**src/rtl/dmp_pkg.sv**
```systemverilog
// Package for the decrypted message parser: phases, codes and shared types.
// Used by all modules in rtl/.
`timescale 1ns / 1ps
package dmp_pkg;

  localparam int unsigned KEY_BYTES_DEF   = 64;
  localparam int unsigned RIPE_BYTES_DEF  = 20;
  localparam int unsigned LENGTH_BITS_DEF = 32;

  typedef enum logic [4:0] {
    PH_VERSION  = 5'd0,
    PH_STREAM   = 5'd1,
    PH_BEHAV    = 5'd2,
    PH_SIGNKEY  = 5'd3,
    PH_ENCKEY   = 5'd4,
    PH_POWPB    = 5'd5,
    PH_POWEX    = 5'd6,
    PH_RIPE     = 5'd7,
    PH_ENCODING = 5'd8,
    PH_MSGLEN   = 5'd9,
    PH_BODY     = 5'd10,
    PH_ACKLEN   = 5'd11,
    PH_ACK      = 5'd12,
    PH_SIGLEN   = 5'd13,
    PH_SIG      = 5'd14,
    PH_DONE     = 5'd15,
    PH_ERROR    = 5'd16
  } phase_t;

  localparam logic [2:0] ST_RUN   = 3'd0;
  localparam logic [2:0] ST_OK    = 3'd1;
  localparam logic [2:0] ST_TRUNC = 3'd2;
  localparam logic [2:0] ST_TRAIL = 3'd3;
  localparam logic [2:0] ST_BIG   = 3'd4;

  localparam logic [2:0] RG_INT  = 3'd0;
  localparam logic [2:0] RG_SKEY = 3'd1;
  localparam logic [2:0] RG_EKEY = 3'd2;
  localparam logic [2:0] RG_RIPE = 3'd3;
  localparam logic [2:0] RG_BODY = 3'd4;
  localparam logic [2:0] RG_ACK  = 3'd5;
  localparam logic [2:0] RG_SIG  = 3'd6;
  localparam logic [2:0] RG_IGN  = 3'd7;

  localparam logic [3:0] FC_VERSION = 4'd0;
  localparam logic [3:0] FC_STREAM  = 4'd1;
  localparam logic [3:0] FC_BEHAV   = 4'd2;
  localparam logic [3:0] FC_POWPB   = 4'd3;
  localparam logic [3:0] FC_POWEX   = 4'd4;
  localparam logic [3:0] FC_ENC     = 4'd5;
  localparam logic [3:0] FC_MSGLEN  = 4'd6;
  localparam logic [3:0] FC_ACKLEN  = 4'd7;
  localparam logic [3:0] FC_SIGNED  = 4'd8;
  localparam logic [3:0] FC_SIGLEN  = 4'd9;

  localparam logic [0:0] CFG_POWPB = 1'd0;
  localparam logic [0:0] CFG_POWEX = 1'd1;

  // Classified byte: everything the back end needs to emit 1..3 results
  typedef struct packed {
    logic [2:0]  region;
    logic [7:0]  data;
    logic        fvalid;
    logic [3:0]  fcode;
    logic [63:0] fvalue;
    logic        pow_ins;   // append default pow per byte and extra results
    logic        ack_ins;   // append signed-length result
    logic [31:0] offset;
    logic [2:0]  status;
  } cls_t;

  // One emitted result
  typedef struct packed {
    logic [2:0]  region;
    logic [7:0]  data;
    logic [3:0]  fcode;
    logic [63:0] fvalue;
    logic        fvalid;
    logic [31:0] offset;
    logic [2:0]  status;
    logic        run_end;
  } res_t;

endpackage

```
**src/rtl/dmp_front.sv**
```systemverilog
// Front end: accepts bytes, runs the field parser, produces classified records.
// Depends on dmp_pkg.
`timescale 1ns / 1ps
module dmp_front #(
  parameter int unsigned KEY_BYTES   = dmp_pkg::KEY_BYTES_DEF,
  parameter int unsigned RIPE_BYTES  = dmp_pkg::RIPE_BYTES_DEF,
  parameter int unsigned LENGTH_BITS = dmp_pkg::LENGTH_BITS_DEF
) (
  input  logic               clk,
  input  logic               rst_n,
  input  logic               in_valid,
  output logic               in_ready,
  input  logic [7:0]         in_byte,
  input  logic               in_final,
  output logic               cls_valid,
  input  logic               cls_ready,
  output dmp_pkg::cls_t      cls_data
);

  dmp_pkg::phase_t phase_r, phase_nxt;
  logic [63:0] acc_r, acc_nxt;
  logic [3:0]  vleft_r, vleft_nxt;
  logic [31:0] rleft_r, rleft_nxt;
  logic [31:0] pos_r;
  logic        v3_r, v3_nxt;
  logic [2:0]  err_r, err_nxt;
  dmp_pkg::cls_t c;
  logic        fire;
  logic [63:0] fv;
  logic        fdone;
  logic [31:0] rdec;
  logic [63:0] shifted;

  assign in_ready  = cls_ready;
  assign cls_valid = in_valid;
  assign fire      = in_valid & cls_ready;
  assign cls_data  = c;

  // Classify the byte and compute the next parser state
  always_comb begin
    phase_nxt = phase_r;
    acc_nxt   = acc_r;
    vleft_nxt = vleft_r;
    rleft_nxt = rleft_r;
    v3_nxt    = v3_r;
    err_nxt   = err_r;
    fdone     = 1'b0;
    fv        = '0;
    rdec      = rleft_r - 32'd1;
    shifted   = {acc_r[55:0], in_byte};
    c         = '0;
    c.data    = in_byte;
    c.offset  = pos_r;
    c.region  = dmp_pkg::RG_INT;
    case (phase_r)
      dmp_pkg::PH_ERROR: c.region = dmp_pkg::RG_IGN;
      dmp_pkg::PH_DONE: begin
        c.region  = dmp_pkg::RG_IGN;
        err_nxt   = dmp_pkg::ST_TRAIL;
        phase_nxt = dmp_pkg::PH_ERROR;
      end
      dmp_pkg::PH_BEHAV: begin
        acc_nxt   = shifted;
        vleft_nxt = vleft_r - 4'd1;
        if (vleft_nxt == 4'd0) begin
          fdone = 1'b1;
          fv    = {32'd0, shifted[31:0]};
        end
      end
      dmp_pkg::PH_SIGNKEY, dmp_pkg::PH_ENCKEY, dmp_pkg::PH_RIPE,
      dmp_pkg::PH_BODY, dmp_pkg::PH_ACK, dmp_pkg::PH_SIG: begin
        case (phase_r)
          dmp_pkg::PH_SIGNKEY: c.region = dmp_pkg::RG_SKEY;
          dmp_pkg::PH_ENCKEY:  c.region = dmp_pkg::RG_EKEY;
          dmp_pkg::PH_RIPE:    c.region = dmp_pkg::RG_RIPE;
          dmp_pkg::PH_BODY:    c.region = dmp_pkg::RG_BODY;
          dmp_pkg::PH_ACK:     c.region = dmp_pkg::RG_ACK;
          default:             c.region = dmp_pkg::RG_SIG;
        endcase
        rleft_nxt = rdec;
        if (rdec == 32'd0) begin
          case (phase_r)
            dmp_pkg::PH_SIGNKEY: begin
              rleft_nxt = 32'(KEY_BYTES);
              phase_nxt = dmp_pkg::PH_ENCKEY;
            end
            dmp_pkg::PH_ENCKEY: begin
              if (v3_r) begin
                phase_nxt = dmp_pkg::PH_POWPB;
              end else begin
                c.pow_ins = 1'b1;
                rleft_nxt = 32'(RIPE_BYTES);
                phase_nxt = dmp_pkg::PH_RIPE;
              end
            end
            dmp_pkg::PH_RIPE: phase_nxt = dmp_pkg::PH_ENCODING;
            dmp_pkg::PH_BODY: phase_nxt = dmp_pkg::PH_ACKLEN;
            dmp_pkg::PH_ACK: begin
              c.ack_ins = 1'b1;
              phase_nxt = dmp_pkg::PH_SIGLEN;
            end
            default: phase_nxt = dmp_pkg::PH_DONE;
          endcase
        end
      end
      default: begin
        if (vleft_r == 4'd0) begin
          if (in_byte < 8'hfd) begin
            fdone = 1'b1;
            fv    = {56'd0, in_byte};
          end else begin
            vleft_nxt = (in_byte == 8'hfd) ? 4'd2 : (in_byte == 8'hfe) ? 4'd4 : 4'd8;
            acc_nxt   = '0;
          end
        end else begin
          acc_nxt   = shifted;
          vleft_nxt = vleft_r - 4'd1;
          if (vleft_nxt == 4'd0) begin
            fdone = 1'b1;
            fv    = shifted;
          end
        end
      end
    endcase

    // Field completion: report it and advance the phase
    if (fdone) begin
      c.fvalid  = 1'b1;
      c.fvalue  = fv;
      acc_nxt   = '0;
      vleft_nxt = 4'd0;
      case (phase_r)
        dmp_pkg::PH_VERSION: begin
          c.fcode   = dmp_pkg::FC_VERSION;
          v3_nxt    = (fv >= 64'd3);
          phase_nxt = dmp_pkg::PH_STREAM;
        end
        dmp_pkg::PH_STREAM: begin
          c.fcode   = dmp_pkg::FC_STREAM;
          vleft_nxt = 4'd4;
          phase_nxt = dmp_pkg::PH_BEHAV;
        end
        dmp_pkg::PH_BEHAV: begin
          c.fcode   = dmp_pkg::FC_BEHAV;
          rleft_nxt = 32'(KEY_BYTES);
          phase_nxt = dmp_pkg::PH_SIGNKEY;
        end
        dmp_pkg::PH_POWPB: begin
          c.fcode   = dmp_pkg::FC_POWPB;
          phase_nxt = dmp_pkg::PH_POWEX;
        end
        dmp_pkg::PH_POWEX: begin
          c.fcode   = dmp_pkg::FC_POWEX;
          rleft_nxt = 32'(RIPE_BYTES);
          phase_nxt = dmp_pkg::PH_RIPE;
        end
        dmp_pkg::PH_ENCODING: begin
          c.fcode   = dmp_pkg::FC_ENC;
          phase_nxt = dmp_pkg::PH_MSGLEN;
        end
        default: begin
          if (phase_r == dmp_pkg::PH_MSGLEN) c.fcode = dmp_pkg::FC_MSGLEN;
          else if (phase_r == dmp_pkg::PH_ACKLEN) c.fcode = dmp_pkg::FC_ACKLEN;
          else c.fcode = dmp_pkg::FC_SIGLEN;
          if ((fv >> LENGTH_BITS) != 64'd0) begin
            err_nxt   = dmp_pkg::ST_BIG;
            phase_nxt = dmp_pkg::PH_ERROR;
          end else if (fv == 64'd0) begin
            if (phase_r == dmp_pkg::PH_MSGLEN) phase_nxt = dmp_pkg::PH_ACKLEN;
            else if (phase_r == dmp_pkg::PH_ACKLEN) begin
              phase_nxt = dmp_pkg::PH_SIGLEN;
              c.ack_ins = 1'b1;
            end else phase_nxt = dmp_pkg::PH_DONE;
          end else begin
            rleft_nxt = fv[31:0];
            if (phase_r == dmp_pkg::PH_MSGLEN) phase_nxt = dmp_pkg::PH_BODY;
            else if (phase_r == dmp_pkg::PH_ACKLEN) phase_nxt = dmp_pkg::PH_ACK;
            else phase_nxt = dmp_pkg::PH_SIG;
          end
        end
      endcase
    end

    if (err_nxt != dmp_pkg::ST_RUN) c.status = err_nxt;
    else if (in_final) c.status = (phase_nxt == dmp_pkg::PH_DONE) ?
                                  dmp_pkg::ST_OK : dmp_pkg::ST_TRUNC;
    else c.status = dmp_pkg::ST_RUN;
  end

  // Parser state; the final byte restarts the message
  always_ff @(posedge clk) begin
    if (!rst_n) begin
      phase_r <= dmp_pkg::PH_VERSION;
      acc_r   <= '0;
      vleft_r <= '0;
      rleft_r <= '0;
      pos_r   <= '0;
      v3_r    <= 1'b0;
      err_r   <= '0;
    end else if (fire) begin
      if (in_final) begin
        phase_r <= dmp_pkg::PH_VERSION;
        acc_r   <= '0;
        vleft_r <= '0;
        rleft_r <= '0;
        pos_r   <= '0;
        v3_r    <= 1'b0;
        err_r   <= '0;
      end else begin
        phase_r <= phase_nxt;
        acc_r   <= acc_nxt;
        vleft_r <= vleft_nxt;
        rleft_r <= rleft_nxt;
        pos_r   <= pos_r + 32'd1;
        v3_r    <= v3_nxt;
        err_r   <= err_nxt;
      end
    end
  end

endmodule

```
**src/rtl/dmp_queue.sv**
```systemverilog
// Two-entry queue of classified records between front and back ends.
// Depends on dmp_pkg.
`timescale 1ns / 1ps
module dmp_queue (
  input  logic          clk,
  input  logic          rst_n,
  input  logic          wr_valid,
  output logic          wr_ready,
  input  dmp_pkg::cls_t wr_data,
  output logic          rd_valid,
  input  logic          rd_ready,
  output dmp_pkg::cls_t rd_data
);

  dmp_pkg::cls_t mem_r [2];
  logic       wp_r, rp_r;
  logic [1:0] cnt_r;
  logic       wr, rd;

  assign wr_ready = (cnt_r != 2'd2);
  assign rd_valid = (cnt_r != 2'd0);
  assign rd_data  = mem_r[rp_r];
  assign wr       = wr_valid & wr_ready;
  assign rd       = rd_valid & rd_ready;

  // Store entries
  always_ff @(posedge clk) begin
    if (wr) mem_r[wp_r] <= wr_data;
  end

  // Advance pointers and count
  always_ff @(posedge clk) begin
    if (!rst_n) begin
      wp_r  <= 1'b0;
      rp_r  <= 1'b0;
      cnt_r <= '0;
    end else begin
      if (wr) wp_r <= ~wp_r;
      if (rd) rp_r <= ~rp_r;
      cnt_r <= cnt_r + {1'b0, wr} - {1'b0, rd};
    end
  end

endmodule

```
**src/rtl/dmp_back.sv**
```systemverilog
// Back end: expands each classified record into one to three results.
// Depends on dmp_pkg.
`timescale 1ns / 1ps
module dmp_back (
  input  logic          clk,
  input  logic          rst_n,
  input  logic [31:0]   pow_pb,
  input  logic [31:0]   pow_ex,
  input  logic          rec_valid,
  output logic          rec_ready,
  input  dmp_pkg::cls_t rec,
  output logic          res_valid,
  input  logic          res_ready,
  output dmp_pkg::res_t res
);

  logic [1:0] idx_r;
  logic [1:0] last;
  logic       take;
  dmp_pkg::res_t cur;
  dmp_pkg::res_t out_r;
  logic       oval_r;
  logic       ospace;

  assign last   = rec.pow_ins ? 2'd2 : rec.ack_ins ? 2'd1 : 2'd0;
  assign ospace = !oval_r || res_ready;
  assign take   = rec_valid && ospace;
  assign rec_ready = take && (idx_r == last);
  assign res_valid = oval_r;
  assign res       = out_r;

  // Build the result for the current slot of the record
  always_comb begin
    cur         = '0;
    cur.offset  = rec.offset;
    cur.status  = rec.status;
    cur.run_end = (idx_r == last);
    cur.region  = dmp_pkg::RG_INT;
    if (idx_r == 2'd0) begin
      cur.region = rec.region;
      cur.data   = rec.data;
      cur.fcode  = rec.fcode;
      cur.fvalue = rec.fvalue;
      cur.fvalid = rec.fvalid;
    end else if (rec.pow_ins) begin
      cur.fvalid = 1'b1;
      cur.fcode  = (idx_r == 2'd1) ? dmp_pkg::FC_POWPB : dmp_pkg::FC_POWEX;
      cur.fvalue = (idx_r == 2'd1) ? {32'd0, pow_pb} : {32'd0, pow_ex};
    end else begin
      cur.fvalid = 1'b1;
      cur.fcode  = dmp_pkg::FC_SIGNED;
      cur.fvalue = {32'd0, rec.offset} + 64'd1;
    end
  end

  // Output register and slot counter
  always_ff @(posedge clk) begin
    if (!rst_n) begin
      idx_r  <= '0;
      oval_r <= 1'b0;
    end else begin
      if (ospace) oval_r <= take;
      if (take) idx_r <= (idx_r == last) ? 2'd0 : idx_r + 2'd1;
    end
  end

  always_ff @(posedge clk) begin
    if (take) out_r <= cur;
  end

endmodule

```
**src/rtl/decrypted_message_parser_top.sv**
```systemverilog
// Top level of the decrypted message parser: config registers, front, queue, back.
// Depends on dmp_pkg, dmp_front, dmp_queue, dmp_back.
`timescale 1ns / 1ps
// Channel   Dir  Transaction
// in        in   one message byte, tlast on final byte
// out       out  one result: region, byte, field, offset, status; tlast ends a byte's run
// cfg       in   write of a default proof-of-work register
//
// One byte a cycle enters the front parser; the back end emits one result a
// cycle, so a byte with inserted results yields two or three results.
// Rate drops below one byte a cycle only for inserted results or a stalled output.
// rst_n is synchronous; it clears parser, queue and output control and sets both
// registers to 1000. Either side may stall; the two-entry queue decouples them.
module decrypted_message_parser_top #(
  parameter int unsigned KEY_BYTES   = dmp_pkg::KEY_BYTES_DEF,
  parameter int unsigned RIPE_BYTES  = dmp_pkg::RIPE_BYTES_DEF,
  parameter int unsigned LENGTH_BITS = dmp_pkg::LENGTH_BITS_DEF
) (
  input  logic         clk,
  input  logic         rst_n,
  input  logic         in_tvalid,
  output logic         in_tready,
  input  logic [7:0]   in_tdata,   // [7:0] data_byte
  input  logic         in_tlast,
  output logic         out_tvalid,
  input  logic         out_tready,
  output logic [119:0] out_tdata,  // region, byte_out, field_code, field_value,
                                   // field_valid, byte_offset, status, zero fill
  output logic         out_tlast,
  input  logic         cfg_we,
  input  logic [0:0]   cfg_index,
  input  logic [31:0]  cfg_wdata
);

  logic [31:0] pow_pb_r, pow_ex_r;
  logic        f_valid, f_ready, q_valid, q_ready;
  dmp_pkg::cls_t f_data, q_data;
  dmp_pkg::res_t r;

  // Configuration registers
  always_ff @(posedge clk) begin
    if (!rst_n) begin
      pow_pb_r <= 32'd1000;
      pow_ex_r <= 32'd1000;
    end else if (cfg_we) begin
      if (cfg_index == dmp_pkg::CFG_POWPB) pow_pb_r <= cfg_wdata;
      if (cfg_index == dmp_pkg::CFG_POWEX) pow_ex_r <= cfg_wdata;
    end
  end

  dmp_front #(.KEY_BYTES(KEY_BYTES), .RIPE_BYTES(RIPE_BYTES),
              .LENGTH_BITS(LENGTH_BITS)) u_front (
    .clk, .rst_n,
    .in_valid(in_tvalid), .in_ready(in_tready),
    .in_byte(in_tdata), .in_final(in_tlast),
    .cls_valid(f_valid), .cls_ready(f_ready), .cls_data(f_data)
  );

  dmp_queue u_queue (
    .clk, .rst_n,
    .wr_valid(f_valid), .wr_ready(f_ready), .wr_data(f_data),
    .rd_valid(q_valid), .rd_ready(q_ready), .rd_data(q_data)
  );

  dmp_back u_back (
    .clk, .rst_n, .pow_pb(pow_pb_r), .pow_ex(pow_ex_r),
    .rec_valid(q_valid), .rec_ready(q_ready), .rec(q_data),
    .res_valid(out_tvalid), .res_ready(out_tready), .res(r)
  );

  assign out_tdata = {5'd0, r.status, r.offset, r.fvalid, r.fvalue, r.fcode,
                      r.data, r.region};
  assign out_tlast = r.run_end;

  // Inserted signed-length results carry zero data
  a_ins_zero: assert property (@(posedge clk) disable iff (!rst_n)
    out_tvalid && r.fvalid && r.fcode == dmp_pkg::FC_SIGNED |-> r.data == 8'd0)
    else $error("signed-length result with nonzero byte");

  // Hold the result while the output is stalled
  a_out_hold: assert property (@(posedge clk) disable iff (!rst_n)
    out_tvalid && !out_tready |=> out_tvalid && $stable(out_tdata))
    else $error("result changed under stall");

  // A field result never lies in a payload region
  a_field_region: assert property (@(posedge clk) disable iff (!rst_n)
    out_tvalid && r.fvalid |-> r.region == dmp_pkg::RG_INT)
    else $error("field reported outside integer region");

endmodule

```
**config.mk**
```make
export PLATFORM = sky130hd
export DESIGN_NAME = decrypted_message_parser_top
export DESIGN_NICKNAME = d
export VERILOG_FILES = /design/src/rtl/dmp_pkg.sv /design/src/rtl/dmp_front.sv /design/src/rtl/dmp_queue.sv /design/src/rtl/dmp_back.sv /design/src/rtl/decrypted_message_parser_top.sv
export SDC_FILE = /design/constraint.sdc
export NUM_CORES = 1
export LEC_CHECK = 0
export BUFFER_PORTS_ARGS = -buffer_cell sky130_fd_sc_hd__buf_2
export CELL_PAD_IN_SITES_DETAIL_PLACEMENT = 1
export CELL_PAD_IN_SITES_GLOBAL_PLACEMENT = 1
export CORE_AREA = 4 4 209 232
export CTS_BUF_LIST = sky130_fd_sc_hd__clkbuf_8
export CTS_CLUSTER_SIZE = 10
export DETAILED_ROUTE_END_ITERATION = 10
export DIE_AREA = 0 0 213 236
export HOLD_SLACK_MARGIN = 0.12
export PLACE_DENSITY_LB_ADDON = 0.1
export SYNTH_ARGS = -nofsm -noshare
export SYNTH_HDL_FRONTEND = slang
export SYNTH_SLANG_ARGS = --single-unit
```
**constraint.sdc**
```tcl
create_clock -name clk -period 21.2 [get_ports clk]
set_clock_uncertainty 0.05 [all_clocks]
set_input_delay 2.12 -clock clk [delete_from_list [all_inputs] [get_ports clk]]
set_output_delay 2.12 -clock clk [all_outputs]
set_load 0.01 [all_outputs]
```
==> summary.txt <==
Status
  – Outcome: finished clean

Placement
  – Buffers on Ports: 164
  – Cell total after placement: 2893
  – HPWL Detailed: 48.4 mm
  – Dpl cell area: 25900 sq um
  – GPL Wtd Cong: 0.918
  – Dpl ws: 15.27 ns

Timing
  – Worst slew margin: 24.9%
  – RSZ-0062 raised after global routing: false
  – Fin worst setup slack: 15.90 ns
  – Aggregate negative setup slack: 0 ns
  – Max Slew Vio Count: 0
  – # setup viols final: 0
  – Fin Hold WS: 0.418 ns
  – Final min period: 5.30 ns
  – Crit share post-route: 25.0%
  – Tightest Pin Transition: 1.13 ns
  – Highest clock rate: 189 MHz
  – Final Hold Violating Endpoints: 0

Yosys
  – Synth Area in Compound Gates: 10.9%
  – Count leader, synth: edfxtp_1
  – Area contributors post-synth: edfxtp_1 (43%), dfxtp_1 (17%), mux2i_1 (5.1%)
  – Top cells by count, synth: edfxtp_1 (350), nand2_1 (274), dfxtp_1 (205)
  – Cell variety after synth: 87
  – Main combinational cell family by area after synthesis: simple AND/OR/NAND/NOR gates
  – Yosys top cell area share: 42.5%
  – Syn Std Cell Area: 24700 sq um
  – Post-synth EDFFs: 350
  – XOR/XNOR Fraction of Synth Area: 2.73%
  – Async set-reset flop share out of synthesis: 0%
  – Most used DFF post-synth: edfxtp_1
  – Synthesized-area fraction occupied by and/or/nand/nor cells: 17.3%
  – Post-Synthesis Cells: 2262
  – Area leader, netlist: edfxtp_1
  – Register area share after synthesis: 59.1%
  – Post-synthesis adder-cell area fraction: 0.506%
  – Avg Inst Size Synth: 10.9 sq um
  – Synth warnings: 0
  – Register bit count reported by yosys: 555
  – Mux contribution to synthesized area: 6.24%

CTS
  – Cts repair resizes: 0
  – CTS Buf Count: 90
  – Hold Buf Count CTS: 0
  – Clk slew on worst S/H paths: 0.06 ns
  – Post-CTS Setup Bufs: 0
  – Clock root cell: clkbuf_8
  – CTS tree: built
  – Clk_lat worst skew: 0.67 ns
  – Clock Path Buffers: 3
  – Clock sinks: 555
  – CTS H-tree depth: 3

Floorplanning
  – Die X: 213 microns
  – Die Span Y: 236 microns
  – Row cnt: 83
  – Die area: 50300 sq um
  – Core Area: 46200 sq um
  – I/O pin total: 170
  – Starting Density: 53.5%

Routing
  – Wire per inst: 23.6 microns
  – DRT Pass-1 Iters: 5
  – Drt total wl: 72.4 mm
  – DRC: 0
  – DR vias: 18387
  – DR vias/cell: 6.00
  – Routed Antenna Nets: 0
  – Iter 0 DRT Violations: 1467

Global route
  – M3 GR Usage: 5.12%
  – Vias in the first global route: 19513
  – Global route hottest layer: met2
  – GR Util All Layers: 28.5%
  – Initial antenna violation count: 2
  – Largest net degree at the start of global routing: 121
  – Met1 Track Usage GR: 36.6%
  – First-pass GRT wire length: 112 mm
  – Overflow after GRT: 0
  – Grt met2 use: 47.8%

Flow run
  – Max cap viols: 0

Final layout
  – Fin area: 27700 sq um
  – Final #Nets: 2447
  – Layout fillers: 4946
  – Area grow syn2layout: 12.0%
  – Final Util: 59.9%
  – Non-Filler Instances: 3062
  – Ratio of cells with drive above 1 in the final layout: 15.4%

Worst setup path
  – Worst R2R End: u_front.rleft_r[12]
  – R2R depth: 11
  – Crit-path cells: buf_2, nand2_1, nor4_1, nor2_1, a21oi_1, inv_1, and2_1, o2111a_1, and2_1, a22oi_1, o21ai_0
  – Reg-to-Reg Start: u_front.phase_r[1]
  – CP max stage delay: 0.78 ns
  – CP Max Fanout: 22
  – Delay-heaviest family, CP: compound AO/OA/AOI/OAI gates
  – CP Class: primary input to flip-flop
  – Slowest CP cell: a21oi_1
  – Most common cell on crit path: and2_1
  – Required @ worst endpoint: 21.69 ns
  – CP startpoint kind: primary input
  – WP data arrival: 5.78 ns
  – WP depth: 11
  – Endpoint class of the critical path: flip-flop
  – Reg-to-reg slack, setup: 15.95 ns
  – CP bufs+invs: 2

Power and ir drop
  – P_leak: 9.94 nW
  – Total power: 3.39 mW
  – Maximum vdd ir drop: 0.0956 mV
  – Power per cell area: 123 nW/um^2

Min path
  – Hold path start: pow_ex_r[25]
  – Min-Delay Path Class: flip-flop to flip-flop
  – Hold Path End: pow_ex_r[25]
  – Hold depth: 2
[worst min-delay path, stage by stage (launching register included)]
cell and delay [ns]:
dfxtp_1 0.31, nand2_1 0.05, a21boi_0 0.06
[sequential cells by signal, summed over array words and instances (netlist names), 2 cells and up, named ones only]
register and cells:
pow_ex_r 32, u_front.rleft_r 32, u_front.pos_r 32, u_queue.mem_r 234
u_back.idx_r 2, u_queue.cnt_r 2, u_front.acc_r 56, u_back.res 116
pow_pb_r 32, u_front.err_r 3, u_front.vleft_r 4, u_front.phase_r 5
[cell families (layout without fill, tap and decap cells)]
logic type               count (synthesis)  after routing
flip-flops                             555            555
buffers and inverters                  196            396
adder cells (fa/ha/maj)                 10             10
other                                    1              6
XOR/XNOR                                77             77
multiplexers                           151            151
AND/OR/NAND/NOR                        874            874
AO/OA/AOI/OAI                          398            398
[placed cells by master (no fill, tap or decap), types with 27 or more instances in the layout]
cell type  netlist  routed
and2_1          54      54
clkbuf_8         0     107
buf_2           15     163
nor2b_1         28      27
xor2_1          27      27
nand3_1        121     121
nor3_1          41      41
o21ai_0         76      76
a21oi_1         82      82
edfxtp_1       350     350
nand2_1        274     273
mux2i_1        126     125
a21boi_0       113     113
nor4_1          31      31
buf_4            6      30
dfxtp_1        205     204
xnor2_1         50      50
nor2_1         180     177
inv_1           34      71
and3_1          45      44
[power by group]
group          leakage (nW)  internal (mW)  switching (mW)
Combinational          3.86          0.334           0.642
Sequential             5.03           1.43           0.102
Clock                  1.05          0.460           0.427
Total                  9.94           2.22            1.17
[worst max path at each step]
stage	startpoint	endpoint	slack [ns]
after floorplan	in_tvalid	u_queue.mem_r[0][0]	13.08
after global placement	in_tdata[7]	u_front.rleft_r[15]	15.49
after detailed placement	in_tdata[7]	u_front.rleft_r[12]	15.27
after CTS	in_tdata[7]	u_front.rleft_r[12]	15.98
after global routing	u_front.phase_r[1]	u_front.rleft_r[14]	15.51
final	in_tdata[6]	u_front.rleft_r[12]	15.90
[metal layers]
metal | up-vias | part of all wire (%)
li1 | 8428 | -
met4 | 2 | 3.8
met3 | 162 | 5.4
met2 | 539 | 49
met5 | - | 0.023
met1 | 9256 | 41
[cell type report]
cell class	instances	area [sq um]	share of cell area, %
clock inverter	61	270	0.977
multi-input combinational	1515	9380	33.9
timing repair buffer	193	1040	3.76
tap	595	744	2.69
antenna	1	2.50	0.00905
sequential	555	14600	52.8
inverter	35	134	0.484
clock buffer	107	1470	5.32
Power figures use the tool's default switching activity.
